$ cat src/rtl/core/lfd_pkg.sv
// Shared types and constants of the diamond column loop filter.
package lfd_pkg;

    // Configuration port
    localparam int CFG_DATA_W = 48;
    localparam int CFG_IDX_W  = 3;
    localparam int BITS_CFG_W = 4;

    localparam logic [CFG_IDX_W-1:0] CFG_COEF_VERT   = 3'd0;
    localparam logic [CFG_IDX_W-1:0] CFG_COEF_RING   = 3'd1;
    localparam logic [CFG_IDX_W-1:0] CFG_COEF_ROW    = 3'd2;
    localparam logic [CFG_IDX_W-1:0] CFG_COEF_CENTER = 3'd3;
    localparam logic [CFG_IDX_W-1:0] CFG_SAMPLE_BITS = 3'd4;

    // Filter shape
    localparam int COEF_W    = 16;
    localparam int NUM_TAPS  = 9;
    localparam int COL_ROWS  = 7;
    localparam int NUM_CELLS = 6;

    // Rounding: (sum + 32) >> 6
    localparam int ROUND_OFFSET = 32;
    localparam int ROUND_SHIFT  = 6;

    // Columns needed before a row yields its first pixel
    localparam logic [2:0] FILL_FULL = 3'd7;

    // Control that travels with a request into the arithmetic pipeline
    typedef struct packed {
        logic valid;
        logic last;
    } t_stage_ctl;

endpackage

$ cat src/rtl/core/lfd_col_cell.sv
// One cell of the column shift chain: holds a full seven-sample column.
module lfd_col_cell #(
    parameter int W = 10
) (
    input  logic                                   i_clk,
    input  logic                                   i_shift,
    input  logic [lfd_pkg::COL_ROWS-1:0][W-1:0]    i_col,
    output logic [lfd_pkg::COL_ROWS-1:0][W-1:0]    o_col
);

    logic [lfd_pkg::COL_ROWS-1:0][W-1:0] r_col;
    logic [lfd_pkg::COL_ROWS-1:0][W-1:0] n_col;

    // Take the neighbor's column on every accepted request
    always_comb begin
        n_col = i_shift ? i_col : r_col;
    end

    always_ff @(posedge i_clk) begin
        r_col <= n_col;
    end

    assign o_col = r_col;

endmodule

$ cat config.mk
export PLATFORM = sky130hd
export DESIGN_NAME = lfd_col_cell
export DESIGN_NICKNAME = d
export VERILOG_FILES = /design/src/rtl/core/lfd_pkg.sv /design/src/rtl/core/lfd_col_cell.sv
export SDC_FILE = /design/constraint.sdc
export NUM_CORES = 1
export LEC_CHECK = 0
export BUFFER_PORTS_ARGS = -buffer_cell sky130_fd_sc_hd__clkbuf_2
export CAP_MARGIN = 20
export CORE_MARGIN = 5
export CORE_UTILIZATION = 44
export DETAILED_ROUTE_END_ITERATION = 6
export GPL_TIMING_DRIVEN = 0
export PLACE_DENSITY = 0.89
export REMOVE_ABC_BUFFERS = 1
export SLEW_MARGIN = 30
export SYNTH_ARGS = -nofsm -noshare
export SYNTH_HDL_FRONTEND = slang
export SYNTH_SLANG_ARGS = --single-unit
$ cat constraint.sdc
create_clock -name i_clk -period 0.88 [get_ports i_clk]
set_clock_uncertainty 0.05 [all_clocks]
set_input_delay 0.088 -clock i_clk [delete_from_list [all_inputs] [get_ports i_clk]]
set_output_delay 0.088 -clock i_clk [all_outputs]
set_load 0.01 [all_outputs]
# --- Word level (Yosys, flattened, before mapping) ---
# Cells that the tools add are included.
op_classes:
  n_reduce_logical: 0
  eq_ne: 0
  div: 0
  n_bitwise: 0
  n_addsub: 0
  n_lt_le_gt_ge: 0
  multipliers: 0
  shift: 0
  mux: 0
word_totals:
  mem_count: 0
  reg_bits: 70
  inputBits: 72
  latch_bits: 0
  elab_cells: 7
  rom_bits: 0
  out_inout_bits: 70
  ramBits: 0

# --- Depth between registers and ports, before layout ---
depth:
  depth_word: 0
  depth_mapped: 0
  mapped_depth_nobuf: 0

# --- Worst setup path after synthesis ---
# Ideal clock, no wire load.
synth_path:
  path_type: "register -> output"
  start: "register r_col (netlist bit o_col[0])"
  end: "output o_col[0] in the netlist's numbering"
  setup_slack_ns: 0.348
  t_arrival_ns: 0.394
  required_time_ns: 0.742
  stages_incl_launch_ff: 1
  path_buffers: 0
  cell_sequence: "edfxtp_1"
synth_lines:
  columns: ["element", "line_no", "source"]
  rows:
  - ["start, declared", "lfd_col_cell.sv:11", "logic [lfd_pkg::COL_ROWS-1:0][W-1:0] r_col;"]
  - ["start signal, assigned", "lfd_col_cell.sv:20", "r_col <= n_col;"]
  - ["end, declared", "lfd_col_cell.sv:8", "output logic [lfd_pkg::COL_ROWS-1:0][W-1:0] o_col"]
# No word-level cell between the ends.

# --- Worst setup path in the final report ---
layout_path:
  start: "register r_col (netlist bit o_col[0])"
  end: "output o_col[0] in the netlist's numbering"
# No word-level cell between the ends.

==> flow_metrics.tcl <==
set metrics [dict create \
    fin_area_um2 3740 \
    antenna_cells 0 \
    firstDrtPassIters 4 \
    commonest_cells_in_the_netlist "70 x edfxtp_1" \
    htree_num_levels 3 \
    count_leader_synth "edfxtp_1" \
    violations_in_the_final_reports "negative setup slack" \
    synth_top_area_cell "edfxtp_1" \
    detailed_place.area_um2 2900 \
    cap_violations 0 \
    drcViolationCount 0 \
    cts_max_path_buffers 2 \
    via_count_of_the_first_global_routing_pass 1786 \
    filler_cell_count 261 \
    grt-ovfl-total 0 \
    multi_input_gates 0 \
    synthDistinctLibCells 1 \
    totalWireLength_um 6180 \
    period_share 1.15 \
    cts_made_buffers 9 \
    worst-setup-path-type "flop to output port" \
    avg_synthesized_cell_area_um2 30.0 \
    setup_slack_ns -0.134 \
    layout.nets 365 \
    critical_path.startpoint_type "flop" \
    top_cells_by_area_in_the_synthesized_netlist "edfxtp_1 100%" \
    crit_path_end_kind "output port" \
    cp_cell_sequence "clkbuf_2" \
    timing.critical_path.arrival_ns 0.88 \
    routed-via-count 1565 \
    hold_class "input port to flop" \
    antenna_violating_nets_post_route 0 \
    synth_warnings 0 \
    dieHeight_um 79.1 \
    area_growth_from_synthesis_to_final_layout_pct 78.0 \
    hold_wc_startpoint "i_shift" \
    slowest_stage_delay_on_critical_path_ns 0.40 \
    status "complete, but fails checks" \
    initial_antenna_violation_count 0 \
    power.share.switching 0.220 \
    setup_violations 70 \
    yosys.area.top_type_share 1.00 \
    pwr-share-seq 0.583 \
    max_slew_margin 0.676 \
    leakagePower_nw 1.65 \
    switching_power_mw 1.52 \
    power.density_nw_per_um2 1850 \
    synth-seq-cells 70 \
    hold-worst-slack_ns 0.296 \
    post_route_cells_drive_above_1_share 0.514 \
    place.port_buffers 141 \
    irDropWorstVdd_uv 1440 \
    critPathSlowestCell "edfxtp_1" \
    post_synth_inst_count 70 \
    final-hold-violation-count 0 \
    wl_per_cell_um 17.7 \
    worstPathMaxFanout 1 \
    synth_ff_type "edfxtp_1" \
    via_per_inst 4.47 \
    clock_tree_from_tritoncts "yes" \
    worst_setup_hold_path_clk_slew_ns 0.07 \
    initial_core_util 0.448 \
    tritoncts_num_sinks 70 \
    timing_worst_slew_pin_value_ns 0.486 \
    boundaryPins 142 \
    globalplace.congestion 0.760 \
    post-cts-setup-buffer-count 0 \
    pre_cts_slack_ns -0.305 \
    number_of_flip_flops_under_the_largest_register_name 70 \
    max_clock_freq_mhz 987 \
    seq_area_frac_synth 1.00 \
    syn_area_um2 2100 \
    clockRootBuffer "clkbuf_8" \
    seq_area_um2 2100 \
    period_needed_ns 1.01 \
    power.share.clock 0.289 \
    grt_start_max_net_pins 38 \
    rows 25 \
    fp.dieW_um 79.1 \
    die-area_um2 6260 \
    critical_path_buf_inv_count 1 \
    grt_setup_unrepaired "true" \
    grt_use_total 0.204 \
    crit_start "o_col[0]$_DFFE_PP_" \
    combinational_share_of_power 0.128 \
    detail_route.iter0.violations 63 \
    synth_enable_flop_cells 70 \
    core_area_um2 4690 \
    cp_top_family "flip-flops" \
    dp_hpwl_um 3710 \
    worst-endpoint-required_ns 0.74 \
    grt_pass1_wl_um 9030 \
    multi_input_area_um2 0 \
    internal_power_mw 5.40 \
    postSynth.asyncResetShare 0 \
    final-max-slew-violation-count 0 \
]
==> repair_timing <==
| item | CTS | global route |
|---|---|---|
| hold buffers | 70 | 0 |
| resized for setup | 0 | 3 |
| endpoints found under the hold margin | 70 | 0 |
| endpoints found under the setup margin | 70 | 70 |
==> logic make-up after synthesis <==
family  Yosys count  share of synthesized area
DFF              70                       1.00
==> final timing paths <==
path / end / slack [ns] / cells after the start
max: o_col[0] / -0.13 / 1
min: o_col[59]$_DFFE_PP_ / 0.30 / 1
==> cells in the final DEF (no fill, tap or decap) <==
master | netlist | routed
clkbuf_8 | 0 | 9
clkbuf_4 | 0 | 1
buf_12 | 0 | 1
clkbuf_2 | 0 | 137
clkinv_1 | 0 | 3
clkinv_2 | 0 | 1
buf_2 | 0 | 3
edfxtp_1 | 70 | 70
clkbuf_1 | 0 | 1
dlygate4sd3_1 | 0 | 70
==> power by group through the flow <==
stage          Combinational [mW]  Clock (mW)  Sequential [mW]
4_1_cts                     0.877        2.05             4.04
6_report                    0.887        2.00             4.04
3_3_place_gp                0.595           0             4.10
3_5_place_dp                0.628           0             4.11
2_1_floorplan                   0           0             4.25
5_1_grt                     0.945        2.24             4.06
==> metrics by stage <==
| stage | setup TNS [ns] | utilization | cells | power, mW |
|---|---|---|---|---|
| after floorplan | 0 | - | 70 | 4.25 |
| after global placement | -58.19 | 0.613 | 265 | 4.69 |
| after detailed placement | -13.18 | 0.618 | 266 | 4.74 |
| after CTS | -7.39 | 0.798 | 350 | 6.96 |
| after global routing | -9.37 | 0.798 | 350 | 7.24 |
| final | -6.09 | 0.798 | 350 | 6.93 |
==> metal layers <==
metal	wire length, um	track usage
met1	1990	0.196
met2	3540	0.379
met3	509	0.0669
met4	133	0.112
met5	0	0
==> cell type report <==
| class | instances | share of cell area |
|---|---|---|
| tap | 54 | 0.0181 |
| sequential | 70 | 0.562 |
| timing repair buffer | 212 | 0.382 |
| clock inverter | 4 | 0.00435 |
| clock buffer | 10 | 0.0341 |
(Power assumes the default switching activity.)
