<file path="src/rtl/core/lfd_pkg.sv">
// Shared types and constants of the diamond column loop filter.
package lfd_pkg;

    // Configuration port
    localparam int CFG_DATA_W = 48;
    localparam int CFG_IDX_W  = 3;
    localparam int BITS_CFG_W = 4;

    localparam logic [CFG_IDX_W-1:0] CFG_COEF_VERT   = 3'd0;
    localparam logic [CFG_IDX_W-1:0] CFG_COEF_RING   = 3'd1;
    localparam logic [CFG_IDX_W-1:0] CFG_COEF_ROW    = 3'd2;
    localparam logic [CFG_IDX_W-1:0] CFG_COEF_CENTER = 3'd3;
    localparam logic [CFG_IDX_W-1:0] CFG_SAMPLE_BITS = 3'd4;

    // Filter shape
    localparam int COEF_W    = 16;
    localparam int NUM_TAPS  = 9;
    localparam int COL_ROWS  = 7;
    localparam int NUM_CELLS = 6;

    // Rounding: (sum + 32) >> 6
    localparam int ROUND_OFFSET = 32;
    localparam int ROUND_SHIFT  = 6;

    // Columns needed before a row yields its first pixel
    localparam logic [2:0] FILL_FULL = 3'd7;

    // Control that travels with a request into the arithmetic pipeline
    typedef struct packed {
        logic valid;
        logic last;
    } t_stage_ctl;

endpackage

</file>
<file path="src/rtl/core/lfd_mac.sv">
// Multiply, add tree, rounding and clamp pipeline with an output register.
module lfd_mac #(
    parameter int W = 10
) (
    input  logic                                  i_clk,
    input  logic                                  i_rst_n,
    // request side
    input  lfd_pkg::t_stage_ctl                   i_ctl,
    output logic                                  o_ready,
    input  logic [W:0]                            i_pair [lfd_pkg::NUM_TAPS],
    input  logic signed [lfd_pkg::COEF_W-1:0]     i_coef [lfd_pkg::NUM_TAPS],
    input  logic [lfd_pkg::BITS_CFG_W-1:0]        i_bits,
    // result side
    output logic                                  o_valid,
    input  logic                                  i_ready,
    output logic [W-1:0]                          o_sample,
    output logic                                  o_last
);

    localparam int PW     = lfd_pkg::COEF_W + W + 2;   // product width
    localparam int SW     = PW + 4;                    // sum width, nine products
    localparam int GROUPS = lfd_pkg::NUM_TAPS / 3;

    lfd_pkg::t_stage_ctl r_ctl1, r_ctl2, r_ctl3, r_ctl4;
    logic signed [PW-1:0] r_prod [lfd_pkg::NUM_TAPS];
    logic signed [PW-1:0] n_prod [lfd_pkg::NUM_TAPS];
    logic signed [SW-1:0] r_part [GROUPS];
    logic signed [SW-1:0] n_part [GROUPS];
    logic signed [SW-1:0] r_sum;
    logic signed [SW-1:0] n_sum;
    logic [W-1:0]         r_sample;
    logic [W-1:0]         n_sample;
    logic                 w_en1, w_en2, w_en3, w_en4;

    // Stage enables: a stage moves when empty or when its successor moves
    assign w_en4   = !r_ctl4.valid || i_ready;
    assign w_en3   = !r_ctl3.valid || w_en4;
    assign w_en2   = !r_ctl2.valid || w_en3;
    assign w_en1   = !r_ctl1.valid || w_en2;
    assign o_ready = w_en1;

    // Stage 1: one multiplier per tap
    always_comb begin
        for (int k = 0; k < lfd_pkg::NUM_TAPS; k++) begin
            n_prod[k] = i_coef[k] * $signed({1'b0, i_pair[k]});
        end
    end

    // Stage 2: three groups of three products
    always_comb begin
        for (int j = 0; j < GROUPS; j++) begin
            n_part[j] = SW'(r_prod[3*j]) + SW'(r_prod[3*j+1]) + SW'(r_prod[3*j+2]);
        end
    end

    // Stage 3: final add with rounding offset
    always_comb begin
        n_sum = r_part[0] + r_part[1] + r_part[2] + SW'(lfd_pkg::ROUND_OFFSET);
    end

    // Stage 4: floor shift, then clamp to 0..2^bits-1
    always_comb begin
        logic signed [SW-1:0]           q;
        logic signed [SW-1:0]           maxv;
        logic [lfd_pkg::BITS_CFG_W-1:0] bits;
        bits = (i_bits < lfd_pkg::BITS_CFG_W'(W)) ? i_bits : lfd_pkg::BITS_CFG_W'(W);
        maxv = (SW'(1) << bits) - SW'(1);
        q    = r_sum >>> lfd_pkg::ROUND_SHIFT;
        priority if (q < 0) begin
            n_sample = '0;
        end else if (q > maxv) begin
            n_sample = W'(maxv);
        end else begin
            n_sample = W'(q);
        end
    end

    // Control registers
    always_ff @(posedge i_clk) begin
        if (!i_rst_n) begin
            r_ctl1 <= '0;
            r_ctl2 <= '0;
            r_ctl3 <= '0;
            r_ctl4 <= '0;
        end else begin
            if (w_en1) r_ctl1 <= i_ctl;
            if (w_en2) r_ctl2 <= r_ctl1;
            if (w_en3) r_ctl3 <= r_ctl2;
            if (w_en4) r_ctl4 <= r_ctl3;
        end
    end

    // Payload registers
    always_ff @(posedge i_clk) begin
        if (w_en1) r_prod   <= n_prod;
        if (w_en2) r_part   <= n_part;
        if (w_en3) r_sum    <= n_sum;
        if (w_en4) r_sample <= n_sample;
    end

    assign o_valid  = r_ctl4.valid;
    assign o_last   = r_ctl4.last;
    assign o_sample = r_sample;

endmodule

</file>
<file path="config.mk">
export PLATFORM = sky130hd
export DESIGN_NAME = lfd_mac
export DESIGN_NICKNAME = d
export VERILOG_FILES = /design/src/rtl/core/lfd_pkg.sv /design/src/rtl/core/lfd_mac.sv
export SDC_FILE = /design/constraint.sdc
export NUM_CORES = 2
export LEC_CHECK = 0
export BUFFER_PORTS_ARGS = -buffer_cell sky130_fd_sc_hd__buf_2
export CELL_PAD_IN_SITES_DETAIL_PLACEMENT = 1
export CELL_PAD_IN_SITES_GLOBAL_PLACEMENT = 1
export CORE_ASPECT_RATIO = 1.75
export CORE_UTILIZATION = 30
export CTS_BUF_LIST = sky130_fd_sc_hd__clkbuf_4
export DETAILED_ROUTE_END_ITERATION = 10
export GPL_TIMING_DRIVEN = 0
export PLACE_DENSITY_LB_ADDON = 0.1
export SYNTH_ARGS = -nofsm -noshare
export SYNTH_HDL_FRONTEND = slang
export SYNTH_SLANG_ARGS = --single-unit
</file>
<file path="constraint.sdc">
create_clock -name i_clk -period 15.49 [get_ports i_clk]
set_clock_uncertainty 0.2 [all_clocks]
set_input_delay 1.549 -clock i_clk [delete_from_list [all_inputs] [get_ports i_clk]]
set_output_delay 1.549 -clock i_clk [all_outputs]
set_load 0.005 [all_outputs]
</file>
# [Yosys cells after proc, flatten, opt, wreduce, memory -nomap -nowiden]
# Cells that the tools add are included.
[totals] wordCells=55 reg_bits=398 in_bits=252 output_inout_bits=13
[classes] muxes=2 addsub=10 shifts=1 n_mul=9 reduce_logical=8 order_cmp=3
[op_table] operator="$mul A16 B12 Y28" count=9
[op_table] operator="$add A29 B28 Y30" count=3
[op_table] operator="$add A28 B28 Y29" count=3
[op_table] operator="$add A32 B32 Y32" count=2
[op_table] operator="$add A32 B7 Y32 const B" count=1
[op_table] operator="$gt A26 B32 Y1" count=1
[op_table] operator="$shl A1 B4 Y32 const A" count=1
[op_table] operator="$sub A32 B2 Y32 const B" count=1
[op_table] operator="$lt A26 B1 Y1 const B" count=1
[op_table] operator="$mux W10" count=1
[op_table] operator="$logic_not A1 Y1" count=4
[op_table] operator="$logic_or A1 B1 Y1" count=4
[op_table] operator="$lt A4 B4 Y1 const B" count=1
[op_table] operator="$mux W4" count=1

# [Logic depth before layout (Yosys ltp)]
[logic_depth] depth_word=6 depth_mapped=23

# [Worst setup path before layout]
# No wires, ideal clock.
[synth_path] path_type="input to output" start="input i_ready" end="output o_ready" n_path_buf=2 cell_stages=5 path_slack_ps=6360 t_arrival_ps=7381 required_time_ps=13741 cell_sequence="nor2b_1 clkbuf_1 and3_1 clkbuf_1 nand2_1"
[synth_via] elab_chain_len=4
[synth_rtl] item="start: declaration" line_no="lfd_mac.sv:15" text="input logic i_ready,"
[synth_rtl] item="$logic_or A1 B1 Y1" line_no="lfd_mac.sv:36" text="assign w_en4 = !r_ctl4.valid || i_ready;"
[synth_rtl] item="$logic_or A1 B1 Y1" line_no="lfd_mac.sv:37" text="assign w_en3 = !r_ctl3.valid || w_en4;"
[synth_rtl] item="$logic_or A1 B1 Y1" line_no="lfd_mac.sv:38" text="assign w_en2 = !r_ctl2.valid || w_en3;"
[synth_rtl] item="$logic_or A1 B1 Y1" line_no="lfd_mac.sv:39" text="assign w_en1 = !r_ctl1.valid || w_en2;"
[synth_rtl] item="end: declaration" line_no="lfd_mac.sv:9" text="output logic o_ready,"
# No other way between the ends.

==> Implementation_results.wiki <==
{| class="wikitable"
! Metric !! Value
|-
| Gr ovfl total || 0
|-
| DIE WIDTH || 388.5 um
|-
| Aggregate global-route resource usage || 0.1851
|-
| Post-detailed-placement half-perimeter wirelength || 210.5 mm
|-
| Number of synthesized flops with an enable pin || 378
|-
| Area of the core || 0.2603 mm^2
|-
| Worst endpoint required time || 15.89 ns
|-
| Sequential area share after synthesis || 0.1468
|-
| Wire length on met3 || 3.276 mm
|-
| I/O Pins || 265
|-
| Largest net degree at the start of global routing || 62
|-
| Number of global-route vias before repair || 65.05k
|-
| List of most frequent post-synthesis cells || sky130_fd_sc_hd__inv_1, sky130_fd_sc_hd__fa_1, sky130_fd_sc_hd__nand2_1
|-
| Max Fclk || 0.1280 GHz
|-
| Synth area leaders || sky130_fd_sc_hd__fa_1, sky130_fd_sc_hd__edfxtp_1, sky130_fd_sc_hd__ha_1, sky130_fd_sc_hd__inv_1, sky130_fd_sc_hd__nand2_1
|-
| Number of max-cap violations || 0
|-
| Number of buffers and inverters on the critical path || 5
|-
| Hold buffer count at cts || 0
|-
| Number of CTS-inserted buffers || 111
|-
| Top flip-flop cell by instance count after synthesis || sky130_fd_sc_hd__edfxtp_1
|-
| TritonCTS clock tree || done
|-
| Routed wire length || 236.2 mm
|-
| Number of buffers on the longest clock path || 3
|-
| Violated checks || DRC
|-
| Number of failing setup endpoints in the final timing report || 0
|-
| Arrival time of data at the critical path endpoint || 8.22 ns
|-
| Highest-delay cell along the critical path || sky130_fd_sc_hd__nor3_1
|-
| Wire length the detailed router placed on met1 || 85.69 mm
|-
| Worst path setup slack after routing || 7.675 ns
|-
| Net count reported at finish || 11.11k
|-
| Routed length per instance || 19.63 um
|-
| Final count of hold timing violations || 0
|-
| Later-pin clock latency in the skew report || 1.02 ns
|-
| R2r startpoint || r_prod[225]$_DFFE_PP_
|-
| Dpl ws || 6.497 ns
|-
| Router iterations before antenna repair || 8
|-
| Vias || 55.25k
|-
| Cell area after technology mapping || 0.07841 mm^2
|-
| Fraction of final layout cells sized beyond drive strength 1 || 0.05529
|-
| Most used standard cell by instance count after synthesis || sky130_fd_sc_hd__inv_1
|-
| Clock transition at path regs || 0.06 ns
|-
| Remaining antenna violation count after routing || 0
|-
| Least-Margin Pin Slew || 1.295 ns
|-
| Post-route DRC violation count || 2
|-
| Flop and latch count out of synthesis || 386
|-
| Placer's final routability congestion estimate || 0.8213
|-
| Endpoint kind of the worst setup timing path || register
|-
| Floorplan die height || 678.3 um
|-
| Worst hold path startpoint || r_ctl1[0]$_SDFFE_PN0P_
|-
| Startpoint type of the worst setup path || input port
|-
| Synthesized area per cell || 9.608 um^2
|-
| DRT iter0 DRCs || 1473
|-
| Syn Inst Count || 8161
|-
| Number of post-CTS setup repair buffers || 0
|-
| Worst Path Class, Setup || input port to register
|-
| Async set-reset flop share out of synthesis || 0
|-
| Worst hold endpoint || r_ctl2[0]$_SDFFE_PN0P_
|-
| Crit path max-delay family || adder cells
|-
| Deepest level of the CTS H-tree || 3
|-
| Setup repair after global routing missed its margin || false
|-
| Routed met2 length || 142.4 mm
|-
| Class of the tightest hold or removal check || register to register
|-
| Worst-path fanout max || 10
|-
| Hold-critical path depth || 2
|-
| FF-to-FF End || r_part[91]$_DFFE_PP_
|-
| Max incr delay on CP || 0.81 ns
|-
| Initial Utilization || 0.3012
|-
| Final TNS setup || 0 ns
|-
| Pins Over Slew Limit || 0
|-
| Final period demand of the worst path || 7.815 ns
|-
| Count of yosys warnings during synthesis || 0
|-
| Uppermost layer routed || met5
|-
| Cell area after layout || 0.08558 mm^2
|-
| First-pass GRT wire length || 375.3 mm
|-
| Full die area || 0.2635 mm^2
|-
| Period utilisation layout || 0.5045
|-
| Cell row count || 248
|-
| Cell variety after synth || 75
|-
| CP dominant cell by count || sky130_fd_sc_hd__fa_1
|-
| Library cell occupying the most area in the post-synthesis netlist || sky130_fd_sc_hd__fa_1
|-
| Series of cell instances along the critical path || buf_2 > clkbuf_1 > nand2_1 > fa_1 > fa_1 > fa_1 > inv_1 > fa_1 > inv_1 > fa_1 > inv_1 > ha_1 > o21ai_0 > o31ai_1 > o21ai_0 > o311a_1 > a21oi_1 > o21ba_2 > nor4_1 > nor3_1
|-
| Setup slack on the worst flop-to-flop path || 10.99 ns
|-
| Instance area after placement || 0.08415 mm^2
|-
| Clock root buffer || sky130_fd_sc_hd__clkbuf_4
|-
| Sink count of the clock tree || 386
|-
| Port bufs || 263
|-
| Run status || finished, violations left
|-
| Fin Hold WS || 0.2702 ns
|-
| Proportion of netlist area held by the largest area contributor || 0.3995
|-
| Max-slew headroom || 0.1343
|-
| Vias per std cell || 4.592
|-
| FF-to-FF path depth || 14
|-
| Antenna violations before repair || 14
|-
| Count of instances resized after the clock tree is built || 0
|-
| Layout overhead on the synthesized area || 9.145%
|}
flip-flops by register name, summed over array words and instances, names as in the netlist:
name	flops
r_sum	26
r_part	90
r_ctl1	2
o_sample	10
r_ctl2	2
o_last	1
r_prod	252
r_ctl3	2
o_valid	1
through the flow:
step | cells | util
after floorplan | 8175 | -
after global placement | 11810 | 0.3227
after detailed placement | 11820 | 0.3232
after CTS | 12020 | 0.3286
after global routing | 12030 | 0.3287
final | 12030 | 0.3287
how the worst max path moves through the flow:
stage	start	to	slack, ns	cells after the start
floorplan	i_ready	o_ready	6.36	5
global placement	i_ready	o_ready	2.46	7
detailed placement	i_pair[3]	r_prod[27]$_DFFE_PP_	6.50	20
CTS	i_pair[3]	r_prod[27]$_DFFE_PP_	7.58	20
global route	i_pair[3]	r_prod[27]$_DFFE_PP_	7.39	20
finish	i_pair[3]	r_prod[27]$_DFFE_PP_	7.67	20
cells in the final DEF, fill, tap and decap left out, types with 26 or more instances in the layout:
cell type / netlist / layout
sky130_fd_sc_hd__inv_1: 1910 / 1909
sky130_fd_sc_hd__fa_1: 1565 / 1565
sky130_fd_sc_hd__nand2_1: 1143 / 1142
sky130_fd_sc_hd__ha_1: 734 / 734
sky130_fd_sc_hd__and2_1: 583 / 583
sky130_fd_sc_hd__edfxtp_1: 378 / 378
sky130_fd_sc_hd__buf_2: 0 / 263
sky130_fd_sc_hd__clkbuf_1: 255 / 255
sky130_fd_sc_hd__xnor2_1: 244 / 244
sky130_fd_sc_hd__a21oi_1: 233 / 233
sky130_fd_sc_hd__nor2_1: 181 / 181
sky130_fd_sc_hd__clkbuf_4: 0 / 149
sky130_fd_sc_hd__o21ai_0: 125 / 125
sky130_fd_sc_hd__a21o_1: 97 / 97
sky130_fd_sc_hd__xor2_1: 70 / 70
sky130_fd_sc_hd__nor3_1: 65 / 65
sky130_fd_sc_hd__o21a_1: 53 / 53
sky130_fd_sc_hd__nor2b_1: 52 / 52
sky130_fd_sc_hd__nand3_1: 51 / 51
sky130_fd_sc_hd__nand2b_1: 37 / 37
sky130_fd_sc_hd__and3_1: 33 / 33
sky130_fd_sc_hd__clkinv_1: 0 / 31
sky130_fd_sc_hd__a211oi_1: 29 / 29
sky130_fd_sc_hd__o21bai_1: 28 / 28
sky130_fd_sc_hd__or3_1: 27 / 27
sky130_fd_sc_hd__a31oi_1: 26 / 26
cell type report:
type	count	area (um^2)
fillers	30090	174800
well taps	3375	4223
clock inverters	53	285.3
clock buffers	149	1119
flip-flops and latches	386	11510
diodes	11	27.53
repair buffers	268	1454
plain buffers	258	969.7
inverters	1910	7172
multi-input cells	5621	58820
cells by family (layout without fill, tap and decap cells):
family | after synthesis | in the layout | share of synthesized area
AND/OR/NAND/NOR | 2233 | 2233 | 0.1345
XOR/XNOR | 314 | 314 | 0.03507
buffers and inverters | 2168 | 2638 | 0.1038
other | 2 | 27 | 0.00009577
adder cells (fa/ha/maj) | 2299 | 2299 | 0.5167
flip-flops | 386 | 386 | 0.1468
AO/OA/AOI/OAI | 749 | 749 | 0.06182
multiplexers | 10 | 10 | 0.001292
layer usage:
metal  track usage  up-vias
met5             0        -
met1        0.1936    28880
li1              -    25670
met3       0.01186      199
met4       0.03786        4
met2        0.3909      503
worst register-to-register path, stage by stage, from the launching register on:
cell and delay (ns):
sky130_fd_sc_hd__edfxtp_1 0.48, sky130_fd_sc_hd__fa_1 0.54, sky130_fd_sc_hd__ha_1 0.17, sky130_fd_sc_hd__inv_1 0.06, sky130_fd_sc_hd__fa_1 0.45, sky130_fd_sc_hd__nor2b_1 0.13, sky130_fd_sc_hd__o21ai_1 0.08, sky130_fd_sc_hd__a21oi_1 0.27
sky130_fd_sc_hd__o21bai_1 0.12, sky130_fd_sc_hd__a21oi_1 0.26, sky130_fd_sc_hd__nor4_1 0.12, sky130_fd_sc_hd__o41ai_1 0.61, sky130_fd_sc_hd__a31oi_1 0.33, sky130_fd_sc_hd__o21ai_1 0.30, sky130_fd_sc_hd__xor2_1 0.11
Power is not shown: default switching activity piles up to over one toggle a cycle in this logic, so the estimate is an artifact.
